**config.mk**
```make
export PLATFORM = sky130hd
export DESIGN_NAME = http_request_head_parser_unit
export DESIGN_NICKNAME = d
export VERILOG_FILES = /design/src/rtl/hrhp_pkg.sv /design/src/rtl/http_request_head_parser_unit.sv /design/src/rtl/hrhp_front.sv /design/src/rtl/hrhp_queue.sv /design/src/rtl/hrhp_back.sv
export SDC_FILE = /design/constraint.sdc
export NUM_CORES = 1
export LEC_CHECK = 0
export ABC_AREA = 1
export BUFFER_PORTS_ARGS = -buffer_cell sky130_fd_sc_hd__buf_2
export CAP_MARGIN = 15
export CORE_MARGIN = 1.5
export CORE_UTILIZATION = 50
export CTS_BUF_LIST = sky130_fd_sc_hd__clkbuf_4
export DETAILED_ROUTE_END_ITERATION = 10
export PLACE_DENSITY_LB_ADDON = 0.1
export SLEW_MARGIN = 20
export SYNTH_ARGS = -nofsm -noshare
export SYNTH_HDL_FRONTEND = slang
export SYNTH_SLANG_ARGS = --single-unit
```
**constraint.sdc**
```tcl
create_clock -name clk_i -period 5.23 [get_ports clk_i]
set_clock_uncertainty 0.15 [all_clocks]
set_input_delay 0.2615 -clock clk_i [delete_from_list [all_inputs] [get_ports clk_i]]
set_output_delay 0.2615 -clock clk_i [all_outputs]
set_load 0.1 [all_outputs]
```
**src/rtl/hrhp_pkg.sv**
```systemverilog
// shared types, constants and token tables for the http request head parser
// no dependencies
`timescale 1ns / 1ps
`default_nettype none

package hrhp_pkg;

  // longest request head accepted, in bytes
  localparam int unsigned MAX_REQUEST = 4096;
  localparam int unsigned BC_W        = $clog2(MAX_REQUEST + 1);

  // depth of the queue between front and back
  localparam int unsigned Q_DEPTH = 4;
  localparam int unsigned Q_AW    = $clog2(Q_DEPTH);
  localparam int unsigned Q_CW    = $clog2(Q_DEPTH + 1);

  // status codes
  localparam logic [1:0] ST_MORE = 2'd0;
  localparam logic [1:0] ST_GET  = 2'd1;
  localparam logic [1:0] ST_BAD  = 2'd2;

  // classified input byte
  typedef struct packed {
    logic [7:0] data;
    logic [7:0] lc;
    logic       new_req;
    logic       is_blank;
    logic       is_cr;
    logic       is_lf;
    logic       is_slash;
  } item_t;

  // one result
  typedef struct packed {
    logic [1:0] status;
    logic [7:0] data;
    logic       url_tag;
    logic       host_tag;
  } res_t;

  function automatic logic [7:0] to_lower(input logic [7:0] b);
    logic [7:0] r;
    r = b;
    if (b >= 8'h41 && b <= 8'h5a) begin
      r = b + 8'd32;
    end
    return r;
  endfunction

  function automatic logic [7:0] get_ch(input logic [1:0] i);
    logic [7:0] c;
    case (i)
      2'd0:    c = 8'h67; // g
      2'd1:    c = 8'h65; // e
      default: c = 8'h74; // t
    endcase
    return c;
  endfunction

  function automatic logic [7:0] ver_ch(input logic [2:0] i);
    logic [7:0] c;
    case (i)
      3'd0:    c = 8'h68; // h
      3'd1:    c = 8'h74; // t
      3'd2:    c = 8'h74; // t
      3'd3:    c = 8'h70; // p
      3'd4:    c = 8'h2f; // /
      3'd5:    c = 8'h31; // 1
      3'd6:    c = 8'h2e; // .
      default: c = 8'h31; // 1
    endcase
    return c;
  endfunction

  function automatic logic [7:0] pre_ch(input logic [2:0] i);
    logic [7:0] c;
    case (i)
      3'd0:    c = 8'h68; // h
      3'd1:    c = 8'h74; // t
      3'd2:    c = 8'h74; // t
      3'd3:    c = 8'h70; // p
      3'd4:    c = 8'h3a; // :
      3'd5:    c = 8'h2f; // /
      3'd6:    c = 8'h2f; // /
      default: c = 8'h00;
    endcase
    return c;
  endfunction

  function automatic logic [7:0] host_ch(input logic [2:0] i);
    logic [7:0] c;
    case (i)
      3'd0:    c = 8'h68; // h
      3'd1:    c = 8'h6f; // o
      3'd2:    c = 8'h73; // s
      3'd3:    c = 8'h74; // t
      3'd4:    c = 8'h3a; // :
      default: c = 8'h00;
    endcase
    return c;
  endfunction

endpackage

`default_nettype wire

```
**src/rtl/http_request_head_parser_unit.sv**
```systemverilog
// top level of the http request head parser: front classifier, queue, back parser
// depends on hrhp_pkg, hrhp_front, hrhp_queue, hrhp_back
//
//  channel   dir  tdata                               tuser
//  s_axis    in   [7:0] data_byte                     [0] new_request
//  m_axis    out  [1:0] status, [9:2] out_byte        [0] url_tag, [1] host_tag
//
// one byte a cycle sustained while m_axis accepts results; a byte's result is valid on m_axis
// after the front register, the queue write and then the back parse into the output register
// the parser state steps once per byte in the back stage, which sets the rate
// rst_ni clears the parser to the request-line start and empties all stages
// a stall on m_axis holds the output register; the queue and front keep taking bytes
// until the queue and front register are full, then s_axis_tready falls
`timescale 1ns / 1ps
`default_nettype none

module http_request_head_parser_unit import hrhp_pkg::*; (
  input  wire logic        clk_i,
  input  wire logic        rst_ni,
  // input stream
  input  wire logic        s_axis_tvalid,
  output logic             s_axis_tready,
  input  wire logic [7:0]  s_axis_tdata,  // [7:0] data_byte
  input  wire logic        s_axis_tuser,  // [0] new_request
  // result stream
  output logic             m_axis_tvalid,
  input  wire logic        m_axis_tready,
  output logic [15:0]      m_axis_tdata,  // [1:0] status, [9:2] out_byte, rest zero
  output logic [1:0]       m_axis_tuser   // [0] url_tag, [1] host_tag
);

  // front to queue
  logic  f_valid, f_ready;
  item_t f_item;
  // queue to back
  logic  q_valid, q_ready;
  item_t q_item;
  // back result
  res_t  res;

  // classify each byte (blank, cr, lf, slash, lower case) on its way in
  hrhp_front u_front (
    .clk_i        (clk_i),
    .rst_ni       (rst_ni),
    .in_valid_i   (s_axis_tvalid),
    .in_ready_o   (s_axis_tready),
    .in_data_i    (s_axis_tdata),
    .in_new_i     (s_axis_tuser),
    .item_valid_o (f_valid),
    .item_ready_i (f_ready),
    .item_o       (f_item)
  );

  // short queue so the input side keeps going while the output stalls
  hrhp_queue u_queue (
    .clk_i        (clk_i),
    .rst_ni       (rst_ni),
    .push_valid_i (f_valid),
    .push_ready_o (f_ready),
    .push_item_i  (f_item),
    .pop_valid_o  (q_valid),
    .pop_ready_i  (q_ready),
    .pop_item_o   (q_item)
  );

  // parser state machine and output register
  hrhp_back u_back (
    .clk_i        (clk_i),
    .rst_ni       (rst_ni),
    .item_valid_i (q_valid),
    .item_ready_o (q_ready),
    .item_i       (q_item),
    .res_valid_o  (m_axis_tvalid),
    .res_ready_i  (m_axis_tready),
    .res_o        (res)
  );

  // pack the result, padding tdata to whole bytes
  assign m_axis_tdata = {6'd0, res.data, res.status};
  assign m_axis_tuser = {res.host_tag, res.url_tag};

endmodule

`default_nettype wire

```
**src/rtl/hrhp_front.sv**
```systemverilog
// front stage: takes input bytes and classifies them into queue items
// depends on hrhp_pkg
`timescale 1ns / 1ps
`default_nettype none

module hrhp_front import hrhp_pkg::*; (
  input  wire logic       clk_i,
  input  wire logic       rst_ni,
  input  wire logic       in_valid_i,
  output logic            in_ready_o,
  input  wire logic [7:0] in_data_i,
  input  wire logic       in_new_i,
  output logic            item_valid_o,
  input  wire logic       item_ready_i,
  output item_t           item_o
);

  logic  v_q, v_d;
  item_t item_q, item_d;
  logic  load;

  assign in_ready_o = !v_q || item_ready_i;
  assign load       = in_valid_i && in_ready_o;

  always_comb begin
    item_d          = item_q;
    item_d.data     = in_data_i;
    item_d.lc       = to_lower(in_data_i);
    item_d.new_req  = in_new_i;
    item_d.is_blank = (in_data_i == 8'h20) || (in_data_i == 8'h09);
    item_d.is_cr    = (in_data_i == 8'h0d);
    item_d.is_lf    = (in_data_i == 8'h0a);
    item_d.is_slash = (in_data_i == 8'h2f);
    v_d             = load || (v_q && !item_ready_i);
  end

  always_ff @(posedge clk_i or negedge rst_ni) begin
    if (!rst_ni) begin
      v_q <= 1'b0;
    end else begin
      v_q <= v_d;
    end
  end

  always_ff @(posedge clk_i) begin
    if (load) begin
      item_q <= item_d;
    end
  end

  assign item_valid_o = v_q;
  assign item_o       = item_q;

endmodule

`default_nettype wire

```
**src/rtl/hrhp_queue.sv**
```systemverilog
// short item queue between the front and back stages
// depends on hrhp_pkg
`timescale 1ns / 1ps
`default_nettype none

module hrhp_queue import hrhp_pkg::*; (
  input  wire logic  clk_i,
  input  wire logic  rst_ni,
  input  wire logic  push_valid_i,
  output logic       push_ready_o,
  input  wire item_t push_item_i,
  output logic       pop_valid_o,
  input  wire logic  pop_ready_i,
  output item_t      pop_item_o
);

  item_t            mem_q [Q_DEPTH];
  logic [Q_AW-1:0]  wr_q, wr_d, rd_q, rd_d;
  logic [Q_CW-1:0]  cnt_q, cnt_d;
  logic             push, pop;

  assign push_ready_o = (cnt_q != Q_CW'(Q_DEPTH));
  assign pop_valid_o  = (cnt_q != '0);
  assign push         = push_valid_i && push_ready_o;
  assign pop          = pop_valid_o && pop_ready_i;
  assign pop_item_o   = mem_q[rd_q];

  always_comb begin
    wr_d  = push ? wr_q + 1'b1 : wr_q;
    rd_d  = pop ? rd_q + 1'b1 : rd_q;
    cnt_d = cnt_q;
    if (push && !pop) begin
      cnt_d = cnt_q + 1'b1;
    end else if (pop && !push) begin
      cnt_d = cnt_q - 1'b1;
    end
  end

  always_ff @(posedge clk_i or negedge rst_ni) begin
    if (!rst_ni) begin
      wr_q  <= '0;
      rd_q  <= '0;
      cnt_q <= '0;
    end else begin
      wr_q  <= wr_d;
      rd_q  <= rd_d;
      cnt_q <= cnt_d;
    end
  end

  always_ff @(posedge clk_i) begin
    if (push) begin
      mem_q[wr_q] <= push_item_i;
    end
  end

`ifndef SYNTH
  a_cnt_range: assert property (@(posedge clk_i) disable iff (!rst_ni)
    cnt_q <= Q_CW'(Q_DEPTH))
    else $error("queue count beyond depth");
  a_ptr_gap: assert property (@(posedge clk_i) disable iff (!rst_ni)
    (cnt_q != Q_CW'(Q_DEPTH)) && (cnt_q != '0) |-> wr_q != rd_q)
    else $error("queue pointers collide while partly full");
  a_cnt_step: assert property (@(posedge clk_i) disable iff (!rst_ni)
    push && !pop |=> cnt_q == $past(cnt_q) + 1'b1)
    else $error("queue count missed a push");
`endif

endmodule

`default_nettype wire

```
**src/rtl/hrhp_back.sv**
```systemverilog
// back stage: request line and header parser with output register
// depends on hrhp_pkg
`timescale 1ns / 1ps
`default_nettype none

module hrhp_back import hrhp_pkg::*; (
  input  wire logic  clk_i,
  input  wire logic  rst_ni,
  input  wire logic  item_valid_i,
  output logic       item_ready_o,
  input  wire item_t item_i,
  output logic       res_valid_o,
  input  wire logic  res_ready_i,
  output res_t       res_o
);

  // request line phases
  localparam logic [2:0] FP_METH = 3'd0;
  localparam logic [2:0] FP_B1   = 3'd1;
  localparam logic [2:0] FP_URL  = 3'd2;
  localparam logic [2:0] FP_B2   = 3'd3;
  localparam logic [2:0] FP_VER  = 3'd4;
  // url modes
  localparam logic [1:0] UM_PRE  = 2'd0;
  localparam logic [1:0] UM_SEEK = 2'd1;
  localparam logic [1:0] UM_PATH = 2'd2;
  localparam logic [1:0] UM_BAD  = 2'd3;
  // header phases
  localparam logic [2:0] HP_START = 3'd0;
  localparam logic [2:0] HP_HOST  = 3'd1;
  localparam logic [2:0] HP_BLANK = 3'd2;
  localparam logic [2:0] HP_VAL   = 3'd3;
  localparam logic [2:0] HP_OTHER = 3'd4;

  typedef struct packed {
    logic [1:0] um;
    logic [3:0] mi;
  } url_t;

  function automatic url_t url_step(input url_t s, input logic [7:0] lc,
                                    input logic slash);
    url_t r;
    r = s;
    if (s.um == UM_PRE) begin
      if (s.mi < 4'd7 && lc == pre_ch(s.mi[2:0])) begin
        r.mi = s.mi + 4'd1;
        if (r.mi == 4'd7) begin
          r.um = UM_SEEK;
        end
      end else if (s.mi == 4'd0 && slash) begin
        r.um = UM_PATH;
      end else begin
        r.um = UM_BAD;
      end
    end else if (s.um == UM_SEEK && slash) begin
      r.um = UM_PATH;
    end
    return r;
  endfunction

  logic            lk_q, lk_d;
  logic [2:0]      fp_q, fp_d;
  logic [3:0]      mi_q, mi_d;
  logic            tok_q, tok_d;
  logic [1:0]      um_q, um_d;
  logic            pcr_q, pcr_d;
  logic [2:0]      hp_q, hp_d;
  logic [1:0]      vd_q, vd_d;
  logic [BC_W-1:0] bc_q, bc_d;
  logic            ut, ht;
  url_t            us;
  logic            o_v_q, o_v_d;
  res_t            res_q, res_d;
  logic            pop;

  assign item_ready_o = !o_v_q || res_ready_i;
  assign pop          = item_valid_i && item_ready_o;

  always_comb begin
    lk_d  = lk_q;
    fp_d  = fp_q;
    mi_d  = mi_q;
    tok_d = tok_q;
    um_d  = um_q;
    pcr_d = pcr_q;
    hp_d  = hp_q;
    vd_d  = vd_q;
    bc_d  = bc_q;
    ut    = 1'b0;
    ht    = 1'b0;
    us    = '0;
    if (item_i.new_req) begin
      lk_d  = 1'b0;
      fp_d  = FP_METH;
      mi_d  = '0;
      tok_d = 1'b1;
      um_d  = UM_PRE;
      pcr_d = 1'b0;
      hp_d  = HP_START;
      vd_d  = ST_MORE;
      bc_d  = '0;
    end
    if (vd_d == ST_MORE) begin
      if (bc_d >= BC_W'(MAX_REQUEST)) begin
        vd_d = ST_BAD;
      end else begin
        bc_d = bc_d + 1'b1;
        if (pcr_d) begin
          pcr_d = 1'b0;
          if (!item_i.is_lf) begin
            vd_d = ST_BAD;
          end else if (!lk_d) begin
            if (tok_d && fp_d == FP_VER && mi_d == 4'd8) begin
              lk_d = 1'b1;
              hp_d = HP_START;
              mi_d = '0;
            end else begin
              vd_d = ST_BAD;
            end
          end else if (hp_d == HP_START) begin
            vd_d = ST_GET;
          end else begin
            hp_d = HP_START;
            mi_d = '0;
          end
        end else if (item_i.is_cr) begin
          pcr_d = 1'b1;
        end else if (item_i.is_lf) begin
          vd_d = ST_BAD;
        end else if (!lk_d) begin
          case (fp_d)
            FP_METH: begin
              if (item_i.is_blank) begin
                if (mi_d != 4'd3) begin
                  tok_d = 1'b0;
                end
                fp_d = FP_B1;
              end else if (mi_d < 4'd3 && item_i.lc == get_ch(mi_d[1:0])) begin
                mi_d = mi_d + 4'd1;
              end else begin
                tok_d = 1'b0;
              end
            end
            FP_B1: begin
              if (!item_i.is_blank) begin
                fp_d = FP_URL;
                us   = url_step('{um: UM_PRE, mi: 4'd0}, item_i.lc, item_i.is_slash);
                um_d = us.um;
                mi_d = us.mi;
                ut   = (um_d == UM_PATH) && tok_d;
              end
            end
            FP_URL: begin
              if (item_i.is_blank) begin
                if (um_d != UM_PATH) begin
                  tok_d = 1'b0;
                end
                fp_d = FP_B2;
              end else begin
                us   = url_step('{um: um_d, mi: mi_d}, item_i.lc, item_i.is_slash);
                um_d = us.um;
                mi_d = us.mi;
                ut   = (um_d == UM_PATH) && tok_d;
              end
            end
            FP_B2: begin
              if (!item_i.is_blank) begin
                fp_d = FP_VER;
                if (item_i.lc == ver_ch(3'd0)) begin
                  mi_d = 4'd1;
                end else begin
                  mi_d  = '0;
                  tok_d = 1'b0;
                end
              end
            end
            FP_VER: begin
              if (mi_d < 4'd8 && item_i.lc == ver_ch(mi_d[2:0])) begin
                mi_d = mi_d + 4'd1;
              end else begin
                tok_d = 1'b0;
              end
            end
            default: begin
              tok_d = 1'b0;
            end
          endcase
        end else begin
          if (hp_d == HP_START) begin
            hp_d = HP_HOST;
            mi_d = '0;
          end
          case (hp_d)
            HP_HOST: begin
              if (mi_d < 4'd5 && item_i.lc == host_ch(mi_d[2:0])) begin
                mi_d = mi_d + 4'd1;
                if (mi_d == 4'd5) begin
                  hp_d = HP_BLANK;
                end
              end else begin
                hp_d = HP_OTHER;
              end
            end
            HP_BLANK: begin
              if (!item_i.is_blank) begin
                hp_d = HP_VAL;
                ht   = 1'b1;
              end
            end
            HP_VAL: begin
              ht = 1'b1;
            end
            default: begin
              ht = 1'b0;
            end
          endcase
        end
        if (vd_d != ST_MORE) begin
          ut = 1'b0;
          ht = 1'b0;
        end
      end
    end
    res_d.status   = vd_d;
    res_d.data     = item_i.data;
    res_d.url_tag  = ut;
    res_d.host_tag = ht;
    o_v_d          = pop || (o_v_q && !res_ready_i);
  end

  always_ff @(posedge clk_i or negedge rst_ni) begin
    if (!rst_ni) begin
      lk_q  <= 1'b0;
      fp_q  <= FP_METH;
      mi_q  <= '0;
      tok_q <= 1'b1;
      um_q  <= UM_PRE;
      pcr_q <= 1'b0;
      hp_q  <= HP_START;
      vd_q  <= ST_MORE;
      bc_q  <= '0;
      o_v_q <= 1'b0;
    end else begin
      o_v_q <= o_v_d;
      if (pop) begin
        lk_q  <= lk_d;
        fp_q  <= fp_d;
        mi_q  <= mi_d;
        tok_q <= tok_d;
        um_q  <= um_d;
        pcr_q <= pcr_d;
        hp_q  <= hp_d;
        vd_q  <= vd_d;
        bc_q  <= bc_d;
      end
    end
  end

  always_ff @(posedge clk_i) begin
    if (pop) begin
      res_q <= res_d;
    end
  end

  assign res_valid_o = o_v_q;
  assign res_o       = res_q;

`ifndef SYNTH
  a_sticky: assert property (@(posedge clk_i) disable iff (!rst_ni)
    pop && !item_i.new_req && vd_q != ST_MORE |=> vd_q == $past(vd_q))
    else $error("verdict changed without a new request");
  a_tags_on_verdict: assert property (@(posedge clk_i) disable iff (!rst_ni)
    o_v_q && res_q.status != ST_MORE |-> !res_q.url_tag && !res_q.host_tag)
    else $error("tag set on a terminal status");
  a_one_tag: assert property (@(posedge clk_i) disable iff (!rst_ni)
    o_v_q |-> !(res_q.url_tag && res_q.host_tag))
    else $error("url and host tag both set");
  a_count_cap: assert property (@(posedge clk_i) disable iff (!rst_ni)
    bc_q <= BC_W'(MAX_REQUEST))
    else $error("byte count beyond limit");
`endif

endmodule

`default_nettype wire
```
== After elaboration in Yosys (flattened, before gate mapping) ==
Memory sizes are Yosys's and may differ from the RTL's.
Index checks and enable logic that the tools add are counted.
Widths: inputs -> output; s select.
Storage, ports and cells
  bits in registers: 72
  bits in latches: 0
  memory bits (writable): 84
  ROM bits: 0
  bits of input ports: 13
  output and inout port bits: 20
  word-level logic and storage cells: 319
  memories: 1
Cells by class
  add/sub/neg operators: 8
  multiply operators: 0
  div/mod/pow operators: 0
  $lt $le $gt $ge: 7
  equality and inequality tests: 38
  shift operators: 0
  muxes and demuxes: 194
  bitwise logic cells: 2
  reduce and logical (&&, ||, !) cells: 44
Memories
  u_queue.mem_q: words 4, width 21, read ports 1, clocked after memory_dff 0, wr ports 1, RTL line hrhp_queue.sv:17  | item_t mem_q [Q_DEPTH];
Operators by type and width (count)
  $mux 8: 40
  $mux 4: 28
  $pmux 7 s5: 3
  $mux 3: 34
  $mux 2: 34
  $mux 6: 8
  $eq 8x8->1: 5
  $mux 13: 3
  $mux 1: 36
  $eq 3x2->1 const B: 8
  $eq 8x4->1 const B: 3
  $pmux 4 s5: 1
  $logic_and 1x1->1: 18
  $eq 8x6->1 const B: 2
  $eq 3x3->1 const B: 5
  $reduce_or 7->1: 2
  $add 13x1->13 const B: 1
  $ge 13x13->1 const B: 1
  $eq 3x1->1 const B: 4
  $logic_not 3->1: 4
  $pmux 3 s4: 1
  $pmux 5 s2: 1
  $add 4x1->4 const B: 2
  $add 8x6->8 const B: 1
  28 further kinds: 48

== Logic depth before layout (Yosys ltp) ==
An unclocked memory read counts as a cell.
  depth after elaboration: 34
  gate-level depth with buffers: 25
  depth with buffers taken out: 25

== Cells and area by module ==
From an unflattened synthesis, not the netlist that was laid out.
Second synthesis, totals
  cell total of the unflattened synthesis: 943
  area total of the unflattened synthesis: 8449.4 µm²
By module, submodules not included
  hrhp_queue: instances 1, cells an instance 304, area each 3913.8 µm², seq. area each 2697.6 µm²
  hrhp_back: instances 1, cells an instance 565, area each 3723.6 µm², seq. area each 1137.3 µm²
  hrhp_front: instances 1, cells an instance 67, area each 763.2 µm², seq. area each 505.5 µm²
  http_request_head_parser_unit: instances 1, cells an instance 7, area each 48.8 µm², seq. area each 0.0 µm²

== Worst setup path before layout ==
No wires, ideal clock.
  path kind: register -> register
  start: register u_queue.rd_q[1]
  end: register u_back.mi_q[1]
  library setup time: 0.113 ns
  data arrival time: 2.665 ns
  required time: 4.967 ns
  setup slack: 2.302 ns
  stages on the path, launching flop included: 25
  path buffers: 3
  period minus slack after synthesis: 2.928 ns
  path through: dfrtp_1 > buf_6 > inv_2 > nand3_2 > nand2_4 > buf_6 > buf_6 > nand2_1 > nor2_1 > inv_1 > ha_1 > inv_1 > nor2_4 > o21ai_1 > nand2_1 > nor2_1 > nand3b_1 > nor2_2 > nand3_1 > nand3_1 > nand2_1 > nand2_1 > nand3_1 > nand2_1 > inv_1
Between the ends
  cells in the longest elaborated chain, start to end: 29
Ends and longest elaborated chain
  start: declaration: RTL line hrhp_queue.sv:18  | logic [Q_AW-1:0] wr_q, wr_d, rd_q, rd_d;
  start signal: assignment: RTL line hrhp_queue.sv:46  | rd_q <= rd_d;
  $mem_v2 4x21 (*)
  $mux 3: RTL line hrhp_back.sv:92  | if (item_i.new_req) begin
  $logic_not 3->1: RTL line hrhp_back.sv:120, hrhp_back.sv:189
  $mux 4: RTL line hrhp_back.sv:189  | if (hp_d == HP_START) begin
  $mux 4: RTL line hrhp_back.sv:130  | end else if (!lk_d) begin
  $mux 4: RTL line hrhp_back.sv:128  | end else if (item_i.is_lf) begin
  $mux 4: RTL line hrhp_back.sv:126  | end else if (item_i.is_cr) begin
  $mux 4: RTL line hrhp_back.sv:108  | if (pcr_d) begin
  [... 13 more ...]
  $mux 4: RTL line hrhp_back.sv:195  | if (mi_d < 4'd5 && item_i.lc == host_ch(mi_d[2:0])) begin
  $mux 4: RTL line hrhp_back.sv:193  | case (hp_d)
  $mux 4: RTL line hrhp_back.sv:130
  $mux 4: RTL line hrhp_back.sv:128
  $mux 4: RTL line hrhp_back.sv:126
  $mux 4: RTL line hrhp_back.sv:108
  $mux 4: RTL line hrhp_back.sv:104  | if (bc_d >= BC_W'(MAX_REQUEST)) begin
  $mux 4 (*): RTL line hrhp_back.sv:103  | if (vd_d == ST_MORE) begin
  end signal: assignment: RTL line hrhp_back.sv:248  | mi_q <= mi_d;
  end: declaration: RTL line hrhp_back.sv:63  | logic [3:0] mi_q, mi_d;
Every way passes the cells marked *; elsewhere a longest branch is shown, timed or not. The select of a mux whose other input is x is not followed.
A chain may end at the register's enable or synchronous reset.

== Final worst setup path ==
Ends and elaborated chain as after synthesis.

==> impl_metrics.toml <==
[sta]
grt_setup_unrepaired = "no"
setup_viol = 0
slew_headroom_pct = 35.6
fin_tns_setup_ns = 0
period_minus_slack_ns = 4.07
hold_viol_final = 0
fin_hold_ws_ns = 0.194
fin_crit_sh_pct = 77.8
slew_viol_final = 0
fmax_mhz = 246
worstMarginPinSlew_ns = 0.966

[routing]
wl_per_cell_microns = 16.3
vias_per_cell = 5.55
antenna_left = 0
drtPass1Iterations = 5
routed_wl_microns = 17900
drt_drc_violations_left = 0
vias = 6109
first_iter_violations = 604

[synth]
syn_avg_cell_area_sq_um = 8.50
synth_most_common_cell = "nand2_1"
ys_warn_count = 0
synthArstFlopShare_pct = 29.8
ys_seq_area_share_pct = 51.2
yosys_register_bits = 131
synth.distinct_cells = 54
synth_area_leaders = "edfxtp_1, dfrtp_1, nand2_1"
syn-cell-area_sq_um = 7310
yosys.area.top_type = "edfxtp_1"
synthTopCellsByCount = "nand2_1, inv_1, nor2_1, edfxtp_1, nand3_1"
syn_inst = 860
ys.flop_type = "edfxtp_1"
synthDominantCellAreaShare_pct = 37.8
synth-edff-count = 92

[global_route]
track_usage_pct = 25.1
overflow = 0
grt_pass1_vias = 5855
grt_max_degree = 40
antenna_found_initial = 0
grt_pass1_wl_microns = 29100

[worst_setup_path]
startpoint_type = "flip-flop"
crit_path_end_kind = "flip-flop"
cp_max_fo = 22
required_ns = 5.54
r2r_start = "u_queue.rd_q[1]"
critPathKind = "flip-flop to flip-flop"
rrSetupSlack_ns = 1.16
worstReg2RegEnd = "u_back.mi_q[1]"
rr_worst_depth = 24
worstPathArrival_ns = 4.38

[floorplan]
start_util_pct = 50.7
die_h_microns = 124
die_w_microns = 124
coreArea_sq_um = 14400
rows = 44
ios = 33
die_area_sq_um = 15400

[final_layout]
instances_no_fill = 1100
drive_above_1_share_pct = 11.1
area_delta_synth_final_pct = 10.0
antennaDiodeCount = 0
nNetsFinal = 930

[power]
leakage_nw = 3.56
p_int_w = 0.00258
p_switching_w = 0.00289
p_clk_share_pct = 14.4
cellPowerDensity_nw_per_um2 = 680
p_comb_share_pct = 56.1
power_w = 0.00547
irDropWorstVdd_mv = 0.391
pwr-share-seq_pct = 29.6
switching_share_pct = 52.8

[clock_network]
clockRootBuffer = "clkbuf_4"
post_cts_buffers = 0
cts_tree = "done"
holdBufCountCts = 12
clock_sinks = 131
postCtsResizedCells = 0
clockBufferDepth = 2
cts_buffers = 17
clock_latency_ns = 0.58
htreeDepth = 4
cts.clk_slew.worst_paths_ns = 0.15

[status]
status = "finished, final reports clean"

[place]
place_inst = 1056
port_buffers = 26
dp_hpwl_microns = 12600
place.gp.congestion = 0.988

[flow_run]
cap_violations = 0

[hold_path]
hp-class = "input port to asynchronous set/reset pin"
cell families (layout without fill, tap and decap cells):
group	after synthesis	count (layout)	synth area share [%]
other	1	6	0.0513
xor gates and xnor gates	17	17	2.04
DFF	131	131	51.2
and+or+nand+nor	431	431	26.3
AOI/OAI and AO/OA	121	121	9.59
muxes	1	1	0.154
buffers and inverters	144	195	8.22
adders and majority gates	14	14	2.50
power groups by stage:
| stage | combinational, W | clock (W) | sequential, W |
|---|---|---|---|
| final | 0.00306 | 0.000785 | 0.00162 |
| after global routing | 0.00340 | 0.000852 | 0.00165 |
| after global placement | 0.00299 | 0 | 0.00163 |
| after floorplan | 0.00208 | 0 | 0.00188 |
| after detailed placement | 0.00301 | 0 | 0.00164 |
| after CTS | 0.00303 | 0.000807 | 0.00162 |
worst max-delay path by stage:
stage               cells past startpoint             end             from  slack, ns
floorplan                              24  u_back.mi_q[1]  u_queue.rd_q[1]       2.30
global placement                       24  u_back.mi_q[1]  u_queue.rd_q[1]       1.37
detailed placement                     24  u_back.mi_q[1]  u_queue.rd_q[1]       1.21
CTS                                    24  u_back.mi_q[1]  u_queue.rd_q[1]       1.18
global route                           24  u_back.mi_q[1]  u_queue.rd_q[1]       0.68
finish                                 24  u_back.mi_q[1]  u_queue.rd_q[1]       1.16
through the flow:
stage,area (sq um),setup WS [ns],util [%]
global route,8040,0.680,55.7
global placement,7580,1.37,52.6
finish,8040,1.16,55.7
CTS,8040,1.18,55.7
detailed placement,7580,1.21,52.6
floorplan,7330,2.30,-
critical path, cell delays in order (launching register included):
cell and delay (ns):
dfrtp_1 0.79, inv_2 0.32, nand3_2 0.19, nand2_4 0.19, inv_4 0.28, nor2_8 0.08
nor2_8 0.19, nor2_1 0.10, inv_1 0.13, ha_1 0.23, inv_1 0.08, nor2_4 0.13
inv_2 0.04, nand3_1 0.06, nand2_1 0.09, nor2_1 0.11, nand3b_1 0.14, nor2_2 0.20
nand3_1 0.09, nand3_1 0.09, nand2_1 0.05, nand2_1 0.06, nand3_1 0.06, nand2_1 0.07
inv_1 0.04
final cells by class:
type | instances | area, sq um
Clock buffer | 17 | 128
Timing Repair Buffer | 44 | 295
Fill cell | 1316 | 6380
Tap cell | 184 | 230
Multi-Input combinational cell | 590 | 2990
Clock inverter | 15 | 208
Sequential cell | 131 | 3740
Inverter | 119 | 452
registers in the layout, indices dropped and copies added, names as in the netlist:
signal and flops:
u_back.res_valid_o 1, u_front.item_o 16, u_queue.rd_q 2, u_queue.cnt_q 3, u_front.item_valid_o 1, u_back.tok_q 1
u_back.bc_q 13, u_back.hp_q 3, u_back.pcr_q 1, u_back.fp_q 3, u_back.mi_q 4, u_queue.mem_q 64
u_back.vd_q 2, u_back.um_q 2, u_queue.wr_q 2, u_back.res_o 12, u_back.lk_q 1
layout by cell type, fill, tap and decap left out, types with 9 or more instances in the layout:
master	instances
xor2_1	15
nor3_1	10
dlygate4sd3_1	12
nor2_1	103
dfrtp_1	38
nand4_1	19
nand3_1	66
ha_1	13
o211ai_1	9
o21ai_1	11
inv_1	110
nand2_1	201
clkbuf_4	17
o21ai_0	36
buf_2	26
nor2_2	9
a21oi_1	35
edfxtp_1	92
layer usage:
| layer | GRT usage (%) | wire, microns | vias up |
|---|---|---|---|
| met4 | 10.4 | 406 | 0 |
| met1 | 33.7 | 8030 | 2885 |
| met2 | 40.1 | 8470 | 246 |
| met5 | 0 | 0 | - |
| met3 | 4.90 | 983 | 30 |
| li1 | - | - | 2948 |
Note: power is estimated with default switching activity, not from simulation.
